==> src/rtl/core/edns_pkg.sv <==
// Package for the Euclidean distance block with Newton square root.
// Holds widths, register indexes, the sequencer state type and the control struct.
// No dependencies.
`timescale 1ns / 1ps
package edns_pkg;

  localparam int CoordW = 16;
  localparam int SumW   = 34;
  localparam int WW     = 50;
  localparam int RootW  = 32;
  localparam int SqW    = 64;
  localparam int DistW  = 25;
  localparam int StepW  = 6;
  localparam int TolW   = 32;
  localparam int CfgIdxW = 1;
  localparam int QuoW   = 64;

  localparam logic [CfgIdxW-1:0] RegTolerance = 1'b0;
  localparam logic [CfgIdxW-1:0] RegMaxIter   = 1'b1;

  localparam logic [TolW-1:0]  TolReset  = 32'd42950;
  localparam logic [StepW-1:0] IterReset = 6'd20;
  localparam logic [DistW-1:0] DistMax   = {DistW{1'b1}};

  typedef enum logic [3:0] {
    ST_IDLE,
    ST_SQ1,
    ST_SQ2,
    ST_START,
    ST_CHECK_LIMIT,
    ST_ERR0,
    ST_DIVIDE,
    ST_UPDATE,
    ST_ERR1,
    ST_DONE
  } seq_state_t;

  // Request to the shared divider.
  typedef struct packed {
    logic            start;
    logic [QuoW-1:0] dividend;
    logic [QuoW-1:0] divisor;
  } div_req_t;

endpackage

==> src/rtl/core/euclidean_distance_newton_sqrt.sv <==
// Top level of the Euclidean distance block with a Newton square root.
// Depends on edns_pkg and edns_div.
//
// Use: an item of four signed Q8.8 coordinates enters on in_valid while
// in_stall is low. The block forms the exact sum of squared differences V
// and takes its square root by Newton steps r <- r + (W - r*r)/(2r), with
// W = V << 16, starting from V/10, until |W - r*r| is within the tolerance
// register or max_iterations steps have been made. The result item carries
// the distance with 16 fraction bits, the steps used and a converged flag.
// Rate: one item at a time. Each step includes a division by the bit-serial
// divider. The one shared multiplier forms the squares and r*r; the start
// value V/10 also goes through the shared divider. A zero sum skips the
// divider and the Newton steps and goes straight to the result.
// The input stays stalled from acceptance until the result has been taken;
// while the receiver holds out_stall high the result is held unchanged.
// Reset restores tolerance to 42950 and max_iterations to 20 and empties
// the block. Configuration is written through cfg_we, cfg_index, cfg_data.
`timescale 1ns / 1ps
module euclidean_distance_newton_sqrt (
  input  logic                          clk,
  input  logic                          rst_n,
  input  logic                          cfg_we,
  input  logic [edns_pkg::CfgIdxW-1:0]  cfg_index,
  input  logic [edns_pkg::TolW-1:0]     cfg_data,
  input  logic                          in_valid,
  output logic                          in_stall,
  input  logic signed [15:0]            in_p1_x,
  input  logic signed [15:0]            in_p1_y,
  input  logic signed [15:0]            in_p2_x,
  input  logic signed [15:0]            in_p2_y,
  output logic                          out_valid,
  input  logic                          out_stall,
  output logic [edns_pkg::DistW-1:0]    out_distance,
  output logic [edns_pkg::StepW-1:0]    out_steps_used,
  output logic                          out_converged
);
  import edns_pkg::*;

  // Configuration registers.
  logic [TolW-1:0]  tol_r;
  logic [StepW-1:0] max_iter_r;

  always_ff @(posedge clk) begin
    if (!rst_n) begin
      tol_r      <= TolReset;
      max_iter_r <= IterReset;
    end else if (cfg_we) begin
      case (cfg_index)
        RegTolerance: tol_r      <= cfg_data;
        RegMaxIter:   max_iter_r <= cfg_data[StepW-1:0];
        default:      ;
      endcase
    end
  end

  seq_state_t state_r, state_nxt;

  // Difference magnitudes fit in 16 bits; the registers are 17 bits wide.
  logic [16:0]      dx_r, dx_nxt, dy_r, dy_nxt;
  logic [SumW-1:0]  v_r, v_nxt;
  logic [RootW-1:0] r_r, r_nxt;
  logic signed [SqW:0] e_r, e_nxt;
  logic [StepW-1:0] steps_r, steps_nxt;
  logic             conv_r, conv_nxt;
  logic             out_valid_r, out_valid_nxt;
  logic             div_pend_r, div_pend_nxt;
  logic             start_div_r, start_div_nxt;

  // Shared multiplier: one 32x32 product, operands chosen by the sequencer.
  logic [RootW-1:0] mul_a;
  logic [SqW-1:0]   prod;

  div_req_t         dreq;
  logic             div_busy;
  logic [QuoW-1:0]  quo;

  edns_div u_div (
    .clk      (clk),
    .rst_n    (rst_n),
    .req      (dreq),
    .busy     (div_busy),
    .quotient (quo)
  );

  logic signed [16:0] dxs, dys;
  logic [QuoW-1:0]    emag;
  logic [QuoW-1:0]    step_mag;
  logic [RootW:0]     r_new;

  always_comb begin
    dxs = 17'(in_p1_x) - 17'(in_p2_x);
    dys = 17'(in_p1_y) - 17'(in_p2_y);
    case (state_r)
      ST_SQ1:  mul_a = {15'd0, dx_r};
      ST_SQ2:  mul_a = {15'd0, dy_r};
      default: mul_a = r_r;
    endcase
    prod = SqW'(mul_a) * SqW'(mul_a);
  end

  always_comb begin
    state_nxt     = state_r;
    dx_nxt        = dx_r;
    dy_nxt        = dy_r;
    v_nxt         = v_r;
    r_nxt         = r_r;
    e_nxt         = e_r;
    steps_nxt     = steps_r;
    conv_nxt      = conv_r;
    out_valid_nxt = out_valid_r;
    div_pend_nxt  = 1'b0;
    start_div_nxt = 1'b0;
    dreq.start    = start_div_r;
    dreq.dividend = '0;
    dreq.divisor  = '0;
    emag          = e_r[SqW] ? QuoW'(-e_r) : QuoW'(e_r);
    step_mag      = '0;
    r_new         = '0;
    case (state_r)
      ST_IDLE: begin
        if (in_valid) begin
          dx_nxt    = dxs[16] ? 17'(-dxs) : 17'(dxs);
          dy_nxt    = dys[16] ? 17'(-dys) : 17'(dys);
          steps_nxt = '0;
          conv_nxt  = 1'b0;
          state_nxt = ST_SQ1;
        end
      end
      ST_SQ1: begin
        v_nxt     = prod[SumW-1:0];
        state_nxt = ST_SQ2;
      end
      ST_SQ2: begin
        v_nxt = v_r + prod[SumW-1:0];
        if ((v_r + prod[SumW-1:0]) == '0) begin
          r_nxt         = '0;
          conv_nxt      = 1'b1;
          out_valid_nxt = 1'b1;
          state_nxt     = ST_DONE;
        end else begin
          start_div_nxt = 1'b1;
          div_pend_nxt  = 1'b1;
          state_nxt     = ST_START;
        end
      end
      ST_START: begin
        // Start value V / 10 through the shared divider.
        dreq.dividend = QuoW'(v_r);
        dreq.divisor  = QuoW'(10);
        if (!div_busy && !div_pend_r && !start_div_r) begin
          r_nxt     = (quo == '0) ? RootW'(1) : quo[RootW-1:0];
          state_nxt = ST_CHECK_LIMIT;
        end
      end
      ST_CHECK_LIMIT: begin
        if (steps_r == max_iter_r) begin
          out_valid_nxt = 1'b1;
          state_nxt     = ST_DONE;
        end else begin
          state_nxt = ST_ERR0;
        end
      end
      ST_ERR0: begin
        e_nxt         = $signed({1'b0, {(SqW-WW){1'b0}}, v_r, 16'd0})
                        - $signed({1'b0, prod});
        start_div_nxt = 1'b1;
        div_pend_nxt  = 1'b1;
        state_nxt     = ST_DIVIDE;
      end
      ST_DIVIDE: begin
        dreq.dividend = emag;
        dreq.divisor  = QuoW'({r_r, 1'b0});
        if (!div_busy && !div_pend_r && !start_div_r) begin
          state_nxt = ST_UPDATE;
        end
      end
      ST_UPDATE: begin
        step_mag = quo;
        if (e_r[SqW]) r_new = {1'b0, r_r} - (RootW+1)'(step_mag);
        else          r_new = {1'b0, r_r} + (RootW+1)'(step_mag);
        r_nxt     = r_new[RootW-1:0];
        steps_nxt = steps_r + 1'b1;
        state_nxt = ST_ERR1;
      end
      ST_ERR1: begin
        e_nxt     = $signed({1'b0, {(SqW-WW){1'b0}}, v_r, 16'd0})
                    - $signed({1'b0, prod});
        state_nxt = ST_CHECK_LIMIT;
        if ((e_nxt[SqW] ? (SqW+1)'(-e_nxt) : (SqW+1)'(e_nxt))
            <= (SqW+1)'(tol_r)) begin
          conv_nxt      = 1'b1;
          out_valid_nxt = 1'b1;
          state_nxt     = ST_DONE;
        end
      end
      ST_DONE: begin
        if (!out_stall) begin
          out_valid_nxt = 1'b0;
          state_nxt     = ST_IDLE;
        end
      end
      default: state_nxt = ST_IDLE;
    endcase
  end

  always_ff @(posedge clk) begin
    if (!rst_n) begin
      state_r     <= ST_IDLE;
      out_valid_r <= 1'b0;
      div_pend_r  <= 1'b0;
      start_div_r <= 1'b0;
    end else begin
      state_r     <= state_nxt;
      out_valid_r <= out_valid_nxt;
      div_pend_r  <= div_pend_nxt;
      start_div_r <= start_div_nxt;
    end
    dx_r    <= dx_nxt;
    dy_r    <= dy_nxt;
    v_r     <= v_nxt;
    r_r     <= r_nxt;
    e_r     <= e_nxt;
    steps_r <= steps_nxt;
    conv_r  <= conv_nxt;
  end

  assign in_stall       = (state_r != ST_IDLE);
  assign out_valid      = out_valid_r;
  assign out_distance   = (r_r > RootW'(DistMax)) ? DistMax : r_r[DistW-1:0];
  assign out_steps_used = steps_r;
  assign out_converged  = conv_r;

  // A result is shown only in the done state.
  assert property (@(posedge clk) disable iff (!rst_n)
    out_valid |-> (state_r == ST_DONE))
    else $error("result valid outside done state");

  // The step count never passes the limit.
  assert property (@(posedge clk) disable iff (!rst_n)
    out_valid |-> (steps_r <= max_iter_r))
    else $error("step count beyond limit");

  // The divider is never restarted while it works.
  assert property (@(posedge clk) disable iff (!rst_n)
    start_div_r |-> !div_busy)
    else $error("divider restarted while busy");

endmodule

==> src/rtl/core/edns_div.sv <==
// Shared restoring divider, one quotient bit per cycle.
// Depends on edns_pkg.
`timescale 1ns / 1ps
module edns_div (
  input  logic                     clk,
  input  logic                     rst_n,
  input  edns_pkg::div_req_t       req,
  output logic                     busy,
  output logic [edns_pkg::QuoW-1:0] quotient
);
  import edns_pkg::*;

  localparam int CntW = $clog2(QuoW + 1);

  logic [QuoW-1:0] rem_r, rem_nxt;
  logic [QuoW-1:0] quo_r, quo_nxt;
  logic [QuoW-1:0] dvs_r, dvs_nxt;
  logic [CntW-1:0] cnt_r, cnt_nxt;
  logic [QuoW:0]   trial;

  always_comb begin
    rem_nxt = rem_r;
    quo_nxt = quo_r;
    dvs_nxt = dvs_r;
    cnt_nxt = cnt_r;
    trial   = {rem_r, quo_r[QuoW-1]} - {1'b0, dvs_r};
    if (req.start) begin
      rem_nxt = '0;
      quo_nxt = req.dividend;
      dvs_nxt = req.divisor;
      cnt_nxt = CntW'(QuoW);
    end else if (cnt_r != '0) begin
      if (!trial[QuoW]) begin
        rem_nxt = trial[QuoW-1:0];
        quo_nxt = {quo_r[QuoW-2:0], 1'b1};
      end else begin
        rem_nxt = {rem_r[QuoW-2:0], quo_r[QuoW-1]};
        quo_nxt = {quo_r[QuoW-2:0], 1'b0};
      end
      cnt_nxt = cnt_r - 1'b1;
    end
  end

  always_ff @(posedge clk) begin
    if (!rst_n) begin
      cnt_r <= '0;
    end else begin
      cnt_r <= cnt_nxt;
    end
    rem_r <= rem_nxt;
    quo_r <= quo_nxt;
    dvs_r <= dvs_nxt;
  end

  assign busy     = (cnt_r != '0);
  assign quotient = quo_r;

endmodule

==> config.mk <==
export PLATFORM = sky130hd
export DESIGN_NAME = euclidean_distance_newton_sqrt
export DESIGN_NICKNAME = d
export VERILOG_FILES = /design/src/rtl/core/edns_pkg.sv /design/src/rtl/core/euclidean_distance_newton_sqrt.sv /design/src/rtl/core/edns_div.sv
export SDC_FILE = /design/constraint.sdc
export NUM_CORES = 2
export LEC_CHECK = 0
export BUFFER_PORTS_ARGS = -buffer_cell sky130_fd_sc_hd__buf_2
export CORE_MARGIN = 2
export CORE_UTILIZATION = 60
export DETAILED_ROUTE_END_ITERATION = 6
export PLACE_DENSITY = 0.86
export REMOVE_ABC_BUFFERS = 1
export SLEW_MARGIN = 25
export SYNTH_ARGS = -nofsm -noshare
export SYNTH_HDL_FRONTEND = slang
export SYNTH_SLANG_ARGS = --single-unit
==> constraint.sdc <==
create_clock -name clk -period 17.6 [get_ports clk]
set_input_delay 3.52 -clock clk [delete_from_list [all_inputs] [get_ports clk]]
set_output_delay 3.52 -clock clk [all_outputs]
set_load 0.05 [all_outputs]
==> out/results.ini <==
[global_route]
overflow=0
antenna_found_initial=16
grt_pass1_vias=52100
track_usage_pct=38.3
grt_pass1_wl_um=298000
grt_max_degree=112

[placement]
gp_congestion=1.12
io_buffers=135
dpl.hpwl_um=156000
pre_cts_ws_ns=0.646
place_area_um2=61900

[drt]
vias_per_cell=6.24
wl_per_cell_um=23.6
drcViolationCount=23
drt_iter0_markers=6068
routed_wl_um=194000
via_count=51400
detail-route-antenna-nets=0
firstDrtPassIters=7

[clock_tree]
holdBufCountCts=0
clk_pin_slew_ns=0.07
cts_tree=built
cts_max_level=2
numCtsBuffers=46
clockBufferDepth=3
insertion_delay_ns=0.65
clock_sinks=382
cts_root_buffer=clkbuf_16

[floorplanning]
die_w_um=319
dieArea_um2=102000
initial_core_util_pct=60.5
core_area_um2=98300
die_h_um=319
fp-row-count=115
io_pins=136

[outcome]
status=finished with violations
violations=DRC

[critical_path]
worst-r2r-cell-count=68
slowest_stage=fa_1
crit_buf_inv=11
end_kind=flip-flop
r2r_slack_ns=0.68
endpoint=state_r[2]
arrival_ns=17.43
worstReg2RegEnd=state_r[2]
crit_top_cell=fa_1
slowest_delay_ns=0.61
rr_startpoint=state_r[0]
critPathRequiredTime_ns=18.11
cpLargestDelayFamily=adder cells
crit_start=state_r[0]
cp_max_fo=17
worstSetupPathDepth=68
worstSetupPathType=reg2reg
start_kind=flip-flop

[final_layout]
multi_input_area_um2=43500
stdcell_area_um2=63800
layout_commonest_cell=inv_1
drive_gt1_share_pct=7.01
seq_area_um2=10300
syn_to_final_growth_pct=7.28
most-common-layout-cells=inv_1, fa_1, nand2_1
nets=8274
fillCellCount=7906

[timing]
hold_viol=0
drv_slew=0
layout_setup_ws_ns=0.684
finalCritPeriodShare_pct=96.1
worst_pin_slew_ns=1.19
fin_crit_ns=16.92
max_freq_mhz=59.1
finalSetupViolCount=0
finClkSkew_ns=0.0597
slew_headroom_pct=19.9

[yosys]
ys.flop_type=edfxtp_1
yosysUniqueCellTypes=109
yosysWarnings=0
synth_async_sr_flop_share_pct=0
syn_area_um2=59500
synth_edf_count=267
syn_inst=6824
synth_seq_cells=382
yosysSeqAreaShare_pct=17.3
syn_avg_cell_area_um2=8.72

[min_path]
whs_path_depth=2
worstHoldPathType=reg2reg

[flow_run]
cap_viol_max_count=0

==> per-layer routing <==
layer  share of wire, %  wire length [um]  GRT usage (%)  up-vias
met5              0.086               168          0.946        -
met4                7.9             15300           24.7       14
met3                 13             26000           12.0      864
met2                 43             84100           57.9     3299
met1                 35             68900           47.4    24700
li1                   -                 -              -    22500
==> layout make-up <==
| class | count | area share [%] |
|---|---|---|
| well taps | 1287 | 2.52 |
| clock buffers | 63 | 2.10 |
| clock inverters | 23 | 0.525 |
| multi-input cells | 4902 | 68.2 |
| repair buffers | 276 | 2.84 |
| flip-flops and latches | 382 | 16.2 |
| inverters | 1284 | 7.59 |
| diodes | 14 | 0.0549 |
==> synthesized netlist by cell type, types with 13 or more instances <==
| master | instances | area, um2 |
|---|---|---|
| o21a_1 | 32 | 240 |
| and3_1 | 152 | 951 |
| a211o_1 | 13 | 114 |
| nand2_1 | 633 | 2380 |
| nand4_1 | 45 | 282 |
| nor4_1 | 43 | 269 |
| nand2b_1 | 57 | 357 |
| a21o_1 | 114 | 856 |
| xor2_1 | 134 | 1170 |
| or3_1 | 66 | 413 |
| ha_1 | 467 | 5840 |
| xnor2_1 | 256 | 2240 |
| dfxtp_1 | 115 | 2300 |
| edfxtp_1 | 267 | 8020 |
| o31ai_1 | 34 | 255 |
| buf_1 | 35 | 131 |
| fa_1 | 813 | 16300 |
| o211ai_1 | 32 | 240 |
| a31oi_1 | 41 | 257 |
| o21ai_0 | 186 | 931 |
| nor2_1 | 553 | 2080 |
| a21oi_1 | 274 | 1370 |
| clkbuf_1 | 215 | 807 |
| and2_1 | 74 | 463 |
| or2_2 | 49 | 307 |
| nor3b_1 | 14 | 105 |
| o21bai_1 | 36 | 270 |
| inv_1 | 1277 | 4790 |
| o41ai_1 | 21 | 184 |
| mux2i_1 | 55 | 551 |
| or4_1 | 32 | 240 |
| a22oi_1 | 39 | 293 |
| a2111oi_0 | 15 | 131 |
| nor3_1 | 132 | 661 |
| nand3_1 | 99 | 495 |
| a211oi_1 | 86 | 646 |
| nor2b_1 | 39 | 244 |
| a21boi_0 | 45 | 338 |
| o22ai_1 | 38 | 238 |
==> what timing repair did <==
item                                    in CTS  in global routing
gates resized for setup                      0                 24
endpoints found under the setup margin       0                  5
buffers inserted                             0                 13
==> tightest hold or removal path: cells and delay by family, from the launching register on <==
family          cells  cell delay [ns]
compound gates      1             0.06
flops               1             0.31
simple gates        1             0.05
==> worst min-delay path by stage <==
stage                     startpoint        end  slack, ns
after floorplan            tol_r[11]  tol_r[11]       0.44
after detailed placement   tol_r[18]  tol_r[18]       0.46
final                      tol_r[18]  tol_r[18]       0.46
after global placement     tol_r[25]  tol_r[25]       0.45
after CTS                  tol_r[18]  tol_r[18]       0.47
after global routing       tol_r[20]  tol_r[20]       0.49
==> state kept, by name, summed over array words and instances (netlist names), 17 cells and up <==
register        cells
dx_r               17
dy_r               17
e_r                64
r_r                32
tol_r              32
u_div.dvs_r        32
u_div.quotient     64
u_div.rem_r        64
v_r                34
==> metrics by stage <==
stage	TNS (ns)	hold WS (ns)	cells	utilization, %
after floorplan	-45.17	0.443	6567	-
after global placement	0	0.453	8116	62.9
after detailed placement	0	0.458	8116	62.9
after CTS	0	0.467	8202	64.7
after global routing	-0.0584	0.487	8221	64.9
final	0	0.464	8231	65.0
==> kinds of logic (layout without fill, tap and decap cells) <==
logic type               Yosys count  count (layout)  synth area share (%)
buffers and inverters           1541            1646                  9.76
AND/OR/NAND/NOR                 2045            2045                  16.4
XOR/XNOR                         391             391                  5.77
adder cells (fa/ha/maj)         1280            1280                  37.2
AO/OA/AOI/OAI                   1123            1124                  12.5
other                              2              16                0.0126
flip-flops                       382             382                  17.3
multiplexers                      60              60                  1.03
Power is left out: the tool's default activity adds up to more than one toggle a clock period on the data nets, which glitch-free logic cannot reach.
